[config.mk]
export PLATFORM = sky130hd
export DESIGN_NAME = onewire_bus_master
export DESIGN_NICKNAME = d
export VERILOG_FILES = /design/src/rtl/owm_pkg.sv /design/src/rtl/owm_cfg_regs.sv /design/src/rtl/owm_core.sv /design/src/rtl/onewire_bus_master.sv
export SDC_FILE = /design/constraint.sdc
export NUM_CORES = 1
export LEC_CHECK = 0
export BUFFER_PORTS_ARGS = -buffer_cell sky130_fd_sc_hd__buf_4
export CORE_ASPECT_RATIO = 0.75
export CORE_UTILIZATION = 40
export CTS_CLUSTER_DIAMETER = 50
export CTS_CLUSTER_SIZE = 24
export DETAILED_ROUTE_END_ITERATION = 8
export GPL_TIMING_DRIVEN = 1
export MAX_ROUTING_LAYER = met4
export SLEW_MARGIN = 10
export SYNTH_ARGS = -nofsm -noshare
export SYNTH_HDL_FRONTEND = slang
export SYNTH_SLANG_ARGS = --single-unit
[constraint.sdc]
create_clock -name i_clk -period 5.5 [get_ports i_clk]
set_clock_uncertainty 0.1 [all_clocks]
set_input_delay 0.275 -clock i_clk [delete_from_list [all_inputs] [get_ports i_clk]]
set_output_delay 0.275 -clock i_clk [all_outputs]
set_load 0.01 [all_outputs]
[src/rtl/owm_pkg.sv]
// Shared types and constants for the 1-Wire bus master.
package owm_pkg;

    localparam int LEAD_IN_TICKS_DEF = 10;
    localparam int WAIT_BITS_DEF     = 16;

    localparam int CFG_W     = 16;
    localparam int CFG_IDX_W = 3;

    localparam logic [1:0] KIND_TICK  = 2'd0;
    localparam logic [1:0] KIND_RESET = 2'd1;
    localparam logic [1:0] KIND_WRITE = 2'd2;
    localparam logic [1:0] KIND_READ  = 2'd3;

    localparam logic [CFG_IDX_W-1:0] CFG_RESET_LOW     = 3'd0;
    localparam logic [CFG_IDX_W-1:0] CFG_PRES_EARLY    = 3'd1;
    localparam logic [CFG_IDX_W-1:0] CFG_PRES_LATE     = 3'd2;
    localparam logic [CFG_IDX_W-1:0] CFG_RESET_RECOVER = 3'd3;
    localparam logic [CFG_IDX_W-1:0] CFG_SHORT_SLOT    = 3'd4;
    localparam logic [CFG_IDX_W-1:0] CFG_LONG_SLOT     = 3'd5;
    localparam logic [CFG_IDX_W-1:0] CFG_READ_RECOVER  = 3'd6;
    localparam logic [CFG_IDX_W-1:0] CFG_BUS_FREE      = 3'd7;

    typedef struct packed {
        logic [1:0] kind;
        logic [7:0] tx_byte;
        logic       line_level;
    } t_in;

    typedef struct packed {
        logic       drive_low;
        logic       busy_res;
        logic       done_res;
        logic [7:0] rx_byte;
        logic       presence;
        logic       rejected;
    } t_out;

    typedef struct packed {
        logic [15:0] reset_low_ticks;
        logic [15:0] presence_early_ticks;
        logic [15:0] presence_late_ticks;
        logic [15:0] reset_recovery_ticks;
        logic [7:0]  short_slot_ticks;
        logic [7:0]  long_slot_ticks;
        logic [7:0]  read_recovery_ticks;
        logic [15:0] bus_free_timeout;
    } t_cfg;

endpackage

[src/rtl/owm_cfg_regs.sv]
// Configuration register file of the 1-Wire bus master.
module owm_cfg_regs (
    input  logic                          i_clk,
    input  logic                          i_rst_n,
    input  logic                          i_cfg_we,
    input  logic [owm_pkg::CFG_IDX_W-1:0] i_cfg_idx,
    input  logic [owm_pkg::CFG_W-1:0]     i_cfg_data,
    output owm_pkg::t_cfg                 o_cfg
);
    import owm_pkg::*;

    t_cfg r_cfg;

    always_ff @(posedge i_clk) begin
        if (!i_rst_n) begin
            r_cfg.reset_low_ticks      <= 16'd480;
            r_cfg.presence_early_ticks <= 16'd30;
            r_cfg.presence_late_ticks  <= 16'd60;
            r_cfg.reset_recovery_ticks <= 16'd380;
            r_cfg.short_slot_ticks     <= 8'd5;
            r_cfg.long_slot_ticks      <= 8'd60;
            r_cfg.read_recovery_ticks  <= 8'd50;
            r_cfg.bus_free_timeout     <= 16'd1000;
        end else if (i_cfg_we) begin
            case (i_cfg_idx)
                CFG_RESET_LOW:     r_cfg.reset_low_ticks      <= i_cfg_data;
                CFG_PRES_EARLY:    r_cfg.presence_early_ticks <= i_cfg_data;
                CFG_PRES_LATE:     r_cfg.presence_late_ticks  <= i_cfg_data;
                CFG_RESET_RECOVER: r_cfg.reset_recovery_ticks <= i_cfg_data;
                CFG_SHORT_SLOT:    r_cfg.short_slot_ticks     <= i_cfg_data[7:0];
                CFG_LONG_SLOT:     r_cfg.long_slot_ticks      <= i_cfg_data[7:0];
                CFG_READ_RECOVER:  r_cfg.read_recovery_ticks  <= i_cfg_data[7:0];
                CFG_BUS_FREE:      r_cfg.bus_free_timeout     <= i_cfg_data;
                default:           r_cfg <= r_cfg;
            endcase
        end
    end

    assign o_cfg = r_cfg;

endmodule

[src/rtl/owm_core.sv]
// Operation state and single-step update logic of the 1-Wire bus master.
module owm_core #(
    parameter int LEAD_IN_TICKS = owm_pkg::LEAD_IN_TICKS_DEF,
    parameter int WAIT_BITS     = owm_pkg::WAIT_BITS_DEF
) (
    input  logic          i_clk,
    input  logic          i_rst_n,
    input  logic          i_accept,
    input  owm_pkg::t_in  i_item,
    input  owm_pkg::t_cfg i_cfg,
    output owm_pkg::t_out o_result
);
    import owm_pkg::*;

    typedef enum logic [1:0] {
        OP_IDLE  = 2'd0,
        OP_RESET = 2'd1,
        OP_WRITE = 2'd2,
        OP_READ  = 2'd3
    } t_op;

    localparam logic [2:0] PH_0 = 3'd0;
    localparam logic [2:0] PH_1 = 3'd1;
    localparam logic [2:0] PH_2 = 3'd2;
    localparam logic [2:0] PH_3 = 3'd3;
    localparam logic [2:0] PH_4 = 3'd4;

    localparam logic [31:0] WAIT_MASK = 32'((64'd1 << WAIT_BITS) - 64'd1);
    localparam logic [31:0] LEAD_IN   = 32'(LEAD_IN_TICKS);

    t_op                  r_op, n_op;
    logic [2:0]           r_phase, n_phase;
    logic [3:0]           r_bit_count, n_bit_count;
    logic [7:0]           r_shift, n_shift;
    logic [WAIT_BITS-1:0] r_wait, n_wait;
    logic                 r_present, n_present;
    logic                 r_drive, n_drive;
    logic [7:0]           r_rx, n_rx;

    logic                 done;
    logic                 rej;
    logic                 load_en;
    logic [31:0]          load_val;
    logic                 fire;
    logic [WAIT_BITS-1:0] wait_dec;
    logic                 tx_bit;

    assign fire     = (r_wait <= WAIT_BITS'(1));
    assign wait_dec = r_wait - WAIT_BITS'(1);
    assign tx_bit   = r_shift[0];

    always_comb begin
        n_op        = r_op;
        n_phase     = r_phase;
        n_bit_count = r_bit_count;
        n_shift     = r_shift;
        n_wait      = r_wait;
        n_present   = r_present;
        n_drive     = r_drive;
        n_rx        = r_rx;
        done        = 1'b0;
        rej         = 1'b0;
        load_en     = 1'b0;
        load_val    = 32'd0;

        if (i_accept) begin
            if (i_item.kind == KIND_TICK) begin
                case (r_op)
                    OP_RESET: begin
                        if (r_phase == PH_0) begin
                            n_wait = wait_dec;
                            if (wait_dec == '0) begin
                                n_present = 1'b0;
                                n_op      = OP_IDLE;
                                n_phase   = PH_0;
                                n_drive   = 1'b0;
                                done      = 1'b1;
                            end else if (i_item.line_level) begin
                                n_drive  = 1'b1;
                                load_en  = 1'b1;
                                load_val = 32'(i_cfg.reset_low_ticks);
                                n_phase  = PH_1;
                            end
                        end else if (!fire) begin
                            n_wait = wait_dec;
                        end else begin
                            n_wait = '0;
                            case (r_phase)
                                PH_1: begin
                                    n_drive  = 1'b0;
                                    load_en  = 1'b1;
                                    load_val = 32'(i_cfg.presence_early_ticks);
                                    n_phase  = PH_2;
                                end
                                PH_2: begin
                                    n_present = !i_item.line_level;
                                    load_en   = 1'b1;
                                    load_val  = 32'(i_cfg.presence_late_ticks);
                                    n_phase   = PH_3;
                                end
                                PH_3: begin
                                    if (!r_present) begin
                                        n_present = !i_item.line_level;
                                    end
                                    load_en  = 1'b1;
                                    load_val = 32'(i_cfg.reset_recovery_ticks);
                                    n_phase  = PH_4;
                                end
                                default: begin
                                    n_op    = OP_IDLE;
                                    n_phase = PH_0;
                                    n_drive = 1'b0;
                                    done    = 1'b1;
                                end
                            endcase
                        end
                    end
                    OP_WRITE: begin
                        if (!fire) begin
                            n_wait = wait_dec;
                        end else begin
                            n_wait = '0;
                            if (r_phase == PH_1) begin
                                n_drive     = 1'b0;
                                load_en     = 1'b1;
                                load_val    = tx_bit ? 32'(i_cfg.long_slot_ticks)
                                                     : 32'(i_cfg.short_slot_ticks);
                                n_shift     = r_shift >> 1;
                                n_bit_count = r_bit_count + 4'd1;
                                n_phase     = PH_2;
                            end else if (r_phase == PH_2 && r_bit_count[3]) begin
                                n_op    = OP_IDLE;
                                n_phase = PH_0;
                                n_drive = 1'b0;
                                done    = 1'b1;
                            end else begin
                                n_drive  = 1'b1;
                                load_en  = 1'b1;
                                load_val = tx_bit ? 32'(i_cfg.short_slot_ticks)
                                                  : 32'(i_cfg.long_slot_ticks);
                                n_phase  = PH_1;
                            end
                        end
                    end
                    OP_READ: begin
                        if (!fire) begin
                            n_wait = wait_dec;
                        end else begin
                            n_wait = '0;
                            case (r_phase)
                                PH_1: begin
                                    n_drive  = 1'b0;
                                    load_en  = 1'b1;
                                    load_val = 32'(i_cfg.short_slot_ticks);
                                    n_phase  = PH_2;
                                end
                                PH_2: begin
                                    n_shift     = {i_item.line_level, r_shift[7:1]};
                                    n_bit_count = r_bit_count + 4'd1;
                                    load_en     = 1'b1;
                                    load_val    = 32'(i_cfg.read_recovery_ticks);
                                    n_phase     = PH_3;
                                end
                                default: begin
                                    if (r_phase == PH_3 && r_bit_count[3]) begin
                                        n_rx    = r_shift;
                                        n_op    = OP_IDLE;
                                        n_phase = PH_0;
                                        n_drive = 1'b0;
                                        done    = 1'b1;
                                    end else begin
                                        n_drive  = 1'b1;
                                        load_en  = 1'b1;
                                        load_val = 32'(i_cfg.short_slot_ticks);
                                        n_phase  = PH_1;
                                    end
                                end
                            endcase
                        end
                    end
                    default: begin
                        n_op = r_op;
                    end
                endcase
            end else if (r_op != OP_IDLE) begin
                rej = 1'b1;
            end else begin
                n_op        = t_op'(i_item.kind);
                n_drive     = 1'b0;
                n_bit_count = 4'd0;
                n_phase     = PH_0;
                load_en     = 1'b1;
                if (i_item.kind == KIND_RESET) begin
                    load_val = 32'(i_cfg.bus_free_timeout);
                end else begin
                    n_shift  = (i_item.kind == KIND_WRITE) ? i_item.tx_byte : 8'd0;
                    load_val = LEAD_IN;
                end
            end
        end

        if (load_en) begin
            n_wait = (load_val > WAIT_MASK) ? WAIT_BITS'(WAIT_MASK) : WAIT_BITS'(load_val);
        end
        if (n_op == OP_IDLE) begin
            n_wait = '0;
        end
    end

    always_ff @(posedge i_clk) begin
        if (!i_rst_n) begin
            r_op        <= OP_IDLE;
            r_phase     <= PH_0;
            r_bit_count <= 4'd0;
            r_shift     <= 8'd0;
            r_wait      <= '0;
            r_present   <= 1'b0;
            r_drive     <= 1'b0;
            r_rx        <= 8'd0;
        end else begin
            r_op        <= n_op;
            r_phase     <= n_phase;
            r_bit_count <= n_bit_count;
            r_shift     <= n_shift;
            r_wait      <= n_wait;
            r_present   <= n_present;
            r_drive     <= n_drive;
            r_rx        <= n_rx;
        end
    end

    always_comb begin
        o_result.drive_low = n_drive;
        o_result.busy_res  = (n_op != OP_IDLE);
        o_result.done_res  = done;
        o_result.rx_byte   = n_rx;
        o_result.presence  = n_present;
        o_result.rejected  = rej;
    end

endmodule

[src/rtl/onewire_bus_master.sv]
// Top level of the 1-Wire bus master: handshakes, result register and submodules.
// Latency: a result is valid in the cycle after its input transfer.
// Throughput: one item per cycle; the input is ready whenever the result register
// is empty or its result is taken in the same cycle.
// Reset: synchronous, active low; clears the operation state and the valid flag of the
// result register, and loads the configuration registers with their default timings.
module onewire_bus_master #(
    parameter int LEAD_IN_TICKS = owm_pkg::LEAD_IN_TICKS_DEF,
    parameter int WAIT_BITS     = owm_pkg::WAIT_BITS_DEF
) (
    input  logic                          i_clk,
    input  logic                          i_rst_n,
    input  logic                          i_in_valid,
    output logic                          o_in_ready,
    input  owm_pkg::t_in                  i_in_data,
    output logic                          o_out_valid,
    input  logic                          i_out_ready,
    output owm_pkg::t_out                 o_out_data,
    input  logic                          i_cfg_we,
    input  logic [owm_pkg::CFG_IDX_W-1:0] i_cfg_idx,
    input  logic [owm_pkg::CFG_W-1:0]     i_cfg_data
);
    import owm_pkg::*;

    t_cfg  cfg;
    t_out  result;
    logic  accept;
    logic  r_out_valid;
    t_out  r_out_data;

    assign o_in_ready = !r_out_valid || i_out_ready;
    assign accept     = i_in_valid && o_in_ready;

    owm_cfg_regs u_cfg (
        .i_clk      (i_clk),
        .i_rst_n    (i_rst_n),
        .i_cfg_we   (i_cfg_we),
        .i_cfg_idx  (i_cfg_idx),
        .i_cfg_data (i_cfg_data),
        .o_cfg      (cfg)
    );

    owm_core #(
        .LEAD_IN_TICKS (LEAD_IN_TICKS),
        .WAIT_BITS     (WAIT_BITS)
    ) u_core (
        .i_clk    (i_clk),
        .i_rst_n  (i_rst_n),
        .i_accept (accept),
        .i_item   (i_in_data),
        .i_cfg    (cfg),
        .o_result (result)
    );

    always_ff @(posedge i_clk) begin
        if (!i_rst_n) begin
            r_out_valid <= 1'b0;
        end else if (accept) begin
            r_out_valid <= 1'b1;
        end else if (i_out_ready) begin
            r_out_valid <= 1'b0;
        end
    end

    always_ff @(posedge i_clk) begin
        if (accept) begin
            r_out_data <= result;
        end
    end

    assign o_out_valid = r_out_valid;
    assign o_out_data  = r_out_data;

endmodule
==> impl_metrics.env, run 1 <==
export IMPL_outcome="complete, no violations"
export IMPL_worst_slew_pin_slew_ns=1.16
export IMPL_syn_inst=1037
export IMPL_regArea_sq_um=3350
export IMPL_drt_pass1_iterations=5
export IMPL_final_hold_viol_count=0
export IMPL_core_area_sq_um=20500
export IMPL_fin_crit_ns=4.09
export IMPL_start_util_pct=41.2
export IMPL_multi_input_comb_area_sq_um=4700
export IMPL_holdWs_ns=0.0434
export IMPL_vias_per_cell=5.53
export IMPL_busiest_layer="met1"
export IMPL_drive_gt1_share_pct=14.2
export IMPL_die_area_sq_um=21700
export IMPL_stdcell_area_sq_um=9510
export IMPL_grtUsageMet2_pct=32.8
export IMPL_drv_cap=0
export IMPL_grt_pass1_wl_um=38800
export IMPL_ioPinCount=50
export IMPL_rsz0062_at_grt="no"
export IMPL_crit_arrival_ns=4.23
export IMPL_yosysTopAreaCellShare_pct=35.1
export IMPL_critPathLaunchType="flop"
export IMPL_synthAdderAreaFrac_pct=1.18
export IMPL_ant_nets=0
export IMPL_syn_to_final_growth_pct=12.5
export IMPL_max_slew_margin_pct=22.0
export IMPL_path_clk_slew_ns=0.07
export IMPL_insertion_delay_ns=0.43
export IMPL_cts_sinks=161
export IMPL_ys_warn_count=0
export IMPL_dpl_hpwl_um=16600
export IMPL_ys_ff_latch=161
export IMPL_fin_crit_sh_pct=74.4
export IMPL_finalPower_w=0.00305
export IMPL_die_y_um=128
export IMPL_worstPathRequired_ns=5.64
export IMPL_async_reset_ff_share_pct=0
export IMPL_muxShareOfSynthArea_pct=5.24
export IMPL_die_w_um=170
export IMPL_drc_errors=0
export IMPL_finalSetupViolCount=0
export IMPL_endpoint_kind="flop"
export IMPL_antennaDiodeCount=0
export IMPL_io_buffers=49
export IMPL_synth_area_per_cell_sq_um=8.15
export IMPL_synth_simple_area_share_pct=25.9
export IMPL_layoutNonFillerInstCount=1339
export IMPL_crit_path_max_fanout=18
export IMPL_rows=45
export IMPL_grt_start_max_net_pins=107
export IMPL_numCtsBuffers=17
export IMPL_cts_resized=0
export IMPL_postCtsSetupRepairBufs=0
export IMPL_max_freq_mhz=244
export IMPL_ys_seq_area_share_pct=39.7
export IMPL_clockBufferDepth=2
export IMPL_synth_nets=1080
export IMPL_final_cell_mix="251 x nand2_1, 148 x dfxtp_1, 75 x a21boi_0"
export IMPL_layout_commonest_cell="nand2_1"
export IMPL_grt_pass1_vias=6936
export IMPL_p_leak_nw=3.37
export IMPL_dp_cells=1305
export IMPL_path_class="reg2reg"
export IMPL_grt_use_met3_pct=4.72
export IMPL_gp_congestion=0.936
export IMPL_nets=1087
export IMPL_synth_top_family_by_area="simple AND/OR/NAND/NOR gates"
export IMPL_vias=7402
export IMPL_hold_path_class="in2reg"
export IMPL_routed_wl_um=24100
export IMPL_powerDensity_nw_per_um2=321
export IMPL_ys_types=79
export IMPL_cts_root_buffer="clkbuf_16"
export IMPL_synth_edff_count=13
export IMPL_synth_compound_area_share_pct=22.6
export IMPL_htreeDepth=4
export IMPL_grt_overflow_total=0
export IMPL_grtUsageMet1_pct=34.6
export IMPL_synth_main_ff_cell="dfxtp_1"
export IMPL_synth_top_area_cell="dfxtp_1"
export IMPL_timing_setup_tns_ns=0
export IMPL_synth_xor_area_share_pct=0.622
export IMPL_grt_usage_pct=23.6
export IMPL_cts_tree="done"
export IMPL_vdd_drop_max_mv=0.251
export IMPL_fill_cells=2112
export IMPL_dpl_instance_area_sq_um=8880
export IMPL_drv_slew=0
export IMPL_drt_iter0_markers=785
export IMPL_routedWlPerCell_um=18.0
export IMPL_synthTopCellsByArea="dfxtp_1 35%, nand2_1 11%, a21boi_0 6.7%, edfxtp_1 4.6%, mux2_2 3.5%"
export IMPL_antenna_found_initial=0
export IMPL_syn_area_sq_um=8450
[synthesized netlist by cell type, types with 13 or more instances]
cell type  count
a21boi_0      75
a21oi_1       33
a22oi_1       22
clkbuf_1      43
dfxtp_1      148
edfxtp_1      13
inv_1         13
mux2_2        26
mux2i_1       15
nand2_1      251
nand3_1       45
nor2_1        65
nor2b_1       20
nor3_1        21
o21ai_0       48
[sequential cells by signal, summed over array words and instances, names as in the netlist]
register            count
u_core.r_shift          8
u_cfg.o_cfg           104
o_out_valid             1
u_core.r_drive          1
u_core.r_rx             8
u_core.r_op             2
u_core.r_phase          3
u_core.r_bit_count      4
u_core.r_wait          16
u_core.r_present        1
o_out_data             13
[area by class of cell]
type | instances | area share (%)
clock buffers | 19 | 4.55
clock inverters | 13 | 1.76
inverters | 14 | 0.553
multi-input cells | 791 | 49.4
flip-flops and latches | 161 | 35.3
well taps | 282 | 3.71
repair buffers | 59 | 4.71
[per-stage QoR]
step	setup WS (ns)	utilization (%)
after floorplan	2.59	-
after global placement	1.60	43.3
after detailed placement	1.46	43.3
after CTS	1.46	46.4
after global routing	1.11	46.4
final	1.41	46.4
[cells by family (layout without fill, tap and decap cells)]
| family | Yosys count | count (layout) |
|---|---|---|
| fa+ha+maj | 8 | 8 |
| flops | 161 | 161 |
| xor+xnor | 6 | 6 |
| compound gates | 260 | 260 |
| simple gates | 476 | 476 |
| mux | 41 | 41 |
| buf+inv | 85 | 105 |
[path summary, 6_finish.rpt]
| kind | start | end | slack [ns] | cells after the start |
|---|---|---|---|---|
| setup / recovery | u_core.r_wait[1] | u_core.r_wait[3] | 1.41 | 9 |
| hold / removal | i_cfg_data[15] | u_cfg.o_cfg[15] | 0.04 | 3 |
| setup reg to reg | u_core.r_wait[1] | u_core.r_wait[3] | 1.41 | 9 |
| hold reg to reg | u_cfg.o_cfg[86] | u_cfg.o_cfg[86] | 0.36 | 2 |
[worst max-delay path, stage by stage (launching register included)]
cell      delay [ns]
dfxtp_1         0.35
inv_1           0.12
ha_1            0.36
nor2b_1         0.46
and4_1          0.29
xnor2_1         0.15
nand4b_1        0.24
o31ai_4         0.69
and2_0          0.89
a221oi_1        0.24
[routing by layer]
layer / share of wire [%] / vias up / wire [um]
met5: 0 / - / 0
met4: 1.1 / 0 / 272
met3: 5.8 / 20 / 1400
met2: 41 / 207 / 9840
met1: 52 / 3510 / 12600
li1: - / 3665 / -
[power by group]
group	leakage, nW	internal (W)	switching, W	total, W
clock network	0.297	0.000690	0.000538	0.00123
logic	1.75	0.000196	0.000361	0.000557
registers	1.33	0.00122	0.0000420	0.00127
total	3.37	0.00211	0.000941	0.00305
[repair_timing]
item                                    CTS  global route
hold buffers                              2             0
hold endpoints to repair                  2             0
endpoints found under the setup margin    0             0
No activity file was read; power rests on OpenSTA's default activity.
==> inputs of run 2 (changes only) <==
==> constraint.sdc (replaced) <==
create_clock -name i_clk -period 3.4 [get_ports i_clk]
set_clock_uncertainty 0.1 [all_clocks]
set_input_delay 0.17 -clock i_clk [delete_from_list [all_inputs] [get_ports i_clk]]
set_output_delay 0.17 -clock i_clk [all_outputs]
set_load 0.01 [all_outputs]
==> run 2 against run 1 <==
  * Clock power up 58%
  * Final cell count up 2.8%
  * Largest power group unchanged
  * Final area up 3.5%
  * First-iteration DRC count down 26%
  * Total power up 62%
  * Hold slack worse by 0.0050 ns
  * Flip-flop and latch count unchanged
  * Setup slack worse by 1.1 ns
  * Sequential share of layout area down 1.2 points
==> impl_metrics.env, run 2 (synthesized netlist as in run 1, its figures left out) <==
export IMPL_finalSetupViolCount=0
export IMPL_rows=45
export IMPL_holdPathStages=5
export IMPL_antenna_found_initial=0
export IMPL_hold_path_class="in2reg"
export IMPL_antennaDiodeCount=0
export IMPL_htreeDepth=4
export IMPL_powerDensity_nw_per_um2=501
export IMPL_worst_slew_pin_slew_ns=1.19
export IMPL_drive_gt1_share_pct=15.9
export IMPL_io_buffers=49
export IMPL_vdd_drop_max_mv=0.352
export IMPL_ioPinCount=50
export IMPL_grt_pass1_wl_um=37800
export IMPL_ant_nets=0
export IMPL_fin_util_pct=48.0
export IMPL_hold_start="i_in_data[8]"
export IMPL_p_leak_nw=3.55
export IMPL_rsz0062_at_grt="no"
export IMPL_start_util_pct=41.2
export IMPL_timing_setup_tns_ns=0
export IMPL_die_area_sq_um=21700
export IMPL_worstPathRequired_ns=3.62
export IMPL_wl_met3_um=1260
export IMPL_reg2regPathDepth=10
export IMPL_drv_slew=0
export IMPL_insertion_delay_ns=0.43
export IMPL_outcome="complete, no violations"
export IMPL_drv_cap=0
export IMPL_path_class="reg2reg"
export IMPL_grt_overflow_total=0
export IMPL_grt_usage_pct=22.8
export IMPL_grt_pass1_vias=7001
export IMPL_final_hold_viol_count=0
export IMPL_rr_startpoint="u_core.r_wait[0]"
export IMPL_die_w_um=170
export IMPL_top_layer="met4"
export IMPL_drt_pass1_iterations=4
export IMPL_dpl_hpwl_um=16300
export IMPL_syn_to_final_growth_pct=16.4
export IMPL_endpoint_kind="flop"
export IMPL_gp_congestion=0.950
export IMPL_hold_path_end="u_core.r_shift[7]"
export IMPL_wl_met2_um=9480
export IMPL_routedWlPerCell_um=16.8
export IMPL_crit_path_max_fanout=10
export IMPL_grt_start_max_net_pins=110
export IMPL_numCtsBuffers=17
export IMPL_die_y_um=128
export IMPL_finalPower_w=0.00493
export IMPL_fin_crit_ns=3.10
export IMPL_clockBufferDepth=2
export IMPL_path_clk_slew_ns=0.07
export IMPL_crit_arrival_ns=3.32
export IMPL_largest_register_ffs=104
export IMPL_cts_tree="done"
export IMPL_drc_errors=0
export IMPL_layout_commonest_cell="nand2_1"
export IMPL_nets=1125
export IMPL_drt_iter0_markers=578
export IMPL_routed_wl_um=23200
export IMPL_drt_met1_wl_um=12100
export IMPL_final_cell_mix="251 x nand2_1, 148 x dfxtp_1, 78 x buf_4"
export IMPL_critPathLaunchType="flop"
export IMPL_vias=7520
export IMPL_vias_per_cell=5.46
export IMPL_core_area_sq_um=20500
export IMPL_cts_sinks=161
export IMPL_r2r_slack_ns=0.30
export IMPL_max_slew_margin_pct=20.2
export IMPL_fin_crit_sh_pct=91.3
export IMPL_max_freq_mhz=322
export IMPL_cts_root_buffer="clkbuf_16"
export IMPL_timing_rr_end="u_core.r_phase[0]"
run 2: per-stage QoR:
stage	cell area, sq um	std cells	setup WS [ns]	hold WS, ns
detailed placement	9060	1327	0.263	0.330
floorplan	8450	1037	0.487	0.194
global placement	9060	1327	0.317	0.324
global route	9830	1377	0.0600	0.0761
finish	9830	1377	0.295	0.0385
CTS	9820	1376	0.232	0.00170
run 2: worst max-delay path, stage by stage, from the launching register on:
cell	delay, ns
dfxtp_1	0.40
inv_1	0.09
ha_1	0.35
nor2b_1	0.36
and4_1	0.27
xnor2_1	0.16
o2111ai_1	0.17
buf_4	0.20
o21ai_0	0.47
nand2_1	0.12
mux2_2	0.30
run 2: power breakdown:
| group | total [W] | internal (W) | switching, W |
|---|---|---|---|
| Clock | 0.00194 | 0.00105 | 0.000891 |
| Sequential | 0.00204 | 0.00198 | 0.0000655 |
| Combinational | 0.000950 | 0.000373 | 0.000577 |
| Total | 0.00493 | 0.00340 | 0.00153 |
run 2: routing by layer:
layer | track usage, % | vias to the layer above
li1 | - | 3746
met1 | 33.7 | 3543
met2 | 31.5 | 214
met3 | 4.20 | 17
met4 | 5.94 | 0
met5 | - | -
run 2: timing repair:
| item | 4_1_cts | 5_1_grt |
|---|---|---|
| hold buffers | 17 | 1 |
| buffers inserted | 0 | 0 |
| endpoints found under the hold margin | 105 | 1 |
| gates resized for setup | 0 | 1 |
| endpoints found under the setup margin | 0 | 1 |
run 2: layout make-up:
cell class,instances,area [sq um]
Clock inverter,15,166
Clock buffer,17,425
Fill cell,2064,10700
Tap cell,282,353
Sequential cell,161,3350
Inverter,14,52.6
Timing Repair Buffer,97,786
Multi-Input combinational cell,791,4700
run 2: how the worst max path moves through the flow:
stage | start | slack (ns) | cells after the start | end
final | u_core.r_wait[0] | 0.30 | 10 | u_core.r_phase[0]
after floorplan | u_core.r_wait[0] | 0.49 | 10 | o_out_data[11]
after global placement | u_core.r_wait[0] | 0.32 | 10 | u_core.r_wait[5]
after CTS | u_core.r_wait[1] | 0.23 | 10 | u_core.r_wait[7]
after global routing | u_core.r_wait[1] | 0.06 | 9 | u_core.r_wait[5]
after detailed placement | u_core.r_wait[1] | 0.26 | 9 | u_core.r_phase[0]
==> inputs of run 3 (changes only) <==
--- a/config.mk
+++ b/config.mk
@@ -16,4 +16,5 @@
 export SLEW_MARGIN = 10
 export SYNTH_ARGS = -nofsm -noshare
 export SYNTH_HDL_FRONTEND = slang
+export SYNTH_HIERARCHICAL = 1
 export SYNTH_SLANG_ARGS = --single-unit
==> run 3 against run 2 <==
  * Register-to-register slack got worse by 0.15 ns
  * Global-route usage rose by 0.42 points
  * Sequential power fell by 2%
  * Count of clock-buffer cells in the layout rose by 8
  * Sequential share of layout area fell by 0.82 points
  * Setup slack got worse by 0.15 ns
  * Maximum frequency fell by 4.6%
  * Die area rose by 0.88%
  * Critical endpoint is now u_core/r_wait[10]
==> impl_metrics.env, run 3 <==
export IMPL_synth_top_cells_by_count="148 x dfxtp_1, 129 x nand2_1, 123 x mux2i_1"
export IMPL_crit_arrival_ns=3.51
export IMPL_stdcell_area_sq_um=10100
export IMPL_drt_iter0_markers=709
export IMPL_syn_area_sq_um=8520
export IMPL_grt_usage_pct=23.3
export IMPL_drc_errors=0
export IMPL_grt_pass1_wl_um=38500
export IMPL_htreeDepth=4
export IMPL_fin_crit_sh_pct=95.7
export IMPL_fin_crit_ns=3.25
export IMPL_drt_pass1_iterations=5
export IMPL_finalPower_w=0.00463
export IMPL_routedWlPerCell_um=18.1
export IMPL_ys_types=82
export IMPL_yosysTopAreaCellShare_pct=34.8
export IMPL_ys_warn_count=6
export IMPL_vias_per_cell=5.56
export IMPL_layout_commonest_cell="dfxtp_1"
export IMPL_drive_gt1_share_pct=17.2
export IMPL_powerDensity_nw_per_um2=460
export IMPL_worst_slew_pin_slew_ns=0.982
export IMPL_endpoint_kind="flop"
export IMPL_vdd_drop_max_mv=0.319
export IMPL_io_buffers=49
export IMPL_cts_sinks=161
export IMPL_hold_path_class="in2reg"
export IMPL_synth_nets=1002
export IMPL_yosysMostFrequentCell="dfxtp_1"
export IMPL_p_leak_nw=4.09
export IMPL_outcome="complete, no violations"
export IMPL_insertion_delay_ns=0.43
export IMPL_die_area_sq_um=21900
export IMPL_start_util_pct=41.5
export IMPL_vias=7301
export IMPL_grt_start_max_net_pins=61
export IMPL_ys_ff_latch=161
export IMPL_synth_edff_count=13
export IMPL_dp_cells=1262
export IMPL_dpl_hpwl_um=16300
export IMPL_final_cell_mix="148 x dfxtp_1, 129 x nand2_1, 123 x mux2i_1"
export IMPL_grt_overflow_total=0
export IMPL_critPathLaunchType="flop"
export IMPL_routed_wl_um=23700
export IMPL_path_clk_slew_ns=0.06
export IMPL_numCtsBuffers=17
export IMPL_drv_slew=0
export IMPL_synth_main_ff_cell="dfxtp_1"
export IMPL_cts_tree="done"
export IMPL_ioPinCount=50
export IMPL_drv_cap=0
export IMPL_max_freq_mhz=307
export IMPL_core_area_sq_um=20600
export IMPL_dpl_instance_area_sq_um=9310
export IMPL_syn_to_final_growth_pct=18.2
export IMPL_clockBufferDepth=2
export IMPL_synth_top_area_cell="dfxtp_1"
export IMPL_largest_register_ffs=104
export IMPL_cts_root_buffer="clkbuf_16"
export IMPL_max_slew_margin_pct=34.5
export IMPL_die_w_um=171
export IMPL_ys_seq_area_share_pct=39.3
export IMPL_antenna_found_initial=0
export IMPL_rsz0062_at_grt="no"
export IMPL_syn_inst=959
export IMPL_finalSetupViolCount=0
export IMPL_worstPathRequired_ns=3.66
export IMPL_final_hold_viol_count=0
export IMPL_crit_path_max_fanout=7
export IMPL_gp_congestion=0.922
export IMPL_grt_pass1_vias=7013
export IMPL_nets=1062
export IMPL_fin_util_pct=49.0
export IMPL_synthTopCellsByArea="dfxtp_1 35%, mux2i_1 14%, nand2_1 5.7%, edfxtp_1 4.6%, nor2b_1 4.3%"
export IMPL_antennaDiodeCount=0
export IMPL_holdWs_ns=0.0101
export IMPL_async_reset_ff_share_pct=0
export IMPL_synth_area_per_cell_sq_um=8.89
export IMPL_die_y_um=128
export IMPL_ant_nets=0
export IMPL_rows=45
export IMPL_path_class="reg2reg"
export IMPL_layoutNonFillerInstCount=1314
## run 3: final timing paths
check	start	depth (start not counted)	end	slack, ns
worst max-delay path	u_core/r_wait[0]	10	u_core/r_wait[10]	0.15
worst min-delay path	i_cfg_data[13]	3	u_cfg/o_cfg[69]	0.01
worst max register to register	u_core/r_wait[0]	10	u_core/r_wait[10]	0.15
worst min register to register	u_cfg/o_cfg[84]	2	u_cfg/o_cfg[84]	0.35
## run 3: layout make-up
type	count	area, sq um
well taps	282	353
multi-input cells	704	4790
clock inverters	7	50.0
repair buffers	123	988
flip-flops and latches	161	3350
fillers	1970	10500
inverters	12	45.0
clock buffers	25	497
## run 3: repair_timing
action	4_1_cts	5_1_grt
pin swaps	0	2
endpoints found under the hold margin	48	0
resized for setup	1	5
endpoints found under the setup margin	1	24
buffers inserted	0	4
hold buffers	16	0
## run 3: stage by stage
step,TNS [ns],setup WS (ns)
2_1_floorplan,0,0.275
3_3_place_gp,0,0.0119
3_5_place_dp,-0.00882,-0.00882
4_1_cts,0,0.00876
5_1_grt,0,0.0000118
6_report,0,0.147
## run 3: where the power goes
group          internal [W]  switching [W]  total (W)
logic              0.000342       0.000483   0.000825
registers           0.00196      0.0000390    0.00200
clock network       0.00102       0.000785    0.00180
## run 3: cell families (layout without fill, tap and decap cells)
logic type                 Yosys count  in the layout  share of synthesized area [%]
and+or+nand+nor                    361            361                           22.7
AOI/OAI and AO/OA                  192            192                           14.7
DFF                                161            161                           39.3
muxes                              138            138                           16.4
buffers and inverters               94            167                           5.14
adders and majority gates            8              8                           1.17
xor gates and xnor gates             5              5                          0.514
## run 3: critical path: stages (launching register included)
cell,delay [ns]
dfxtp_1,0.45
ha_1,0.19
or4b_2,0.61
a21oi_1,0.19
o211ai_1,0.13
nor4b_2,0.40
nand2_2,0.18
buf_4,0.19
a21oi_2,0.14
or4b_1,0.44
a31oi_1,0.16
## run 3: routing by layer
layer	up-vias	track usage [%]	routed length (um)
met3	25	4.80	1520
met2	228	33.0	9950
met5	-	-	0
met1	3505	33.0	12000
li1	3543	-	-
met4	0	6.47	278
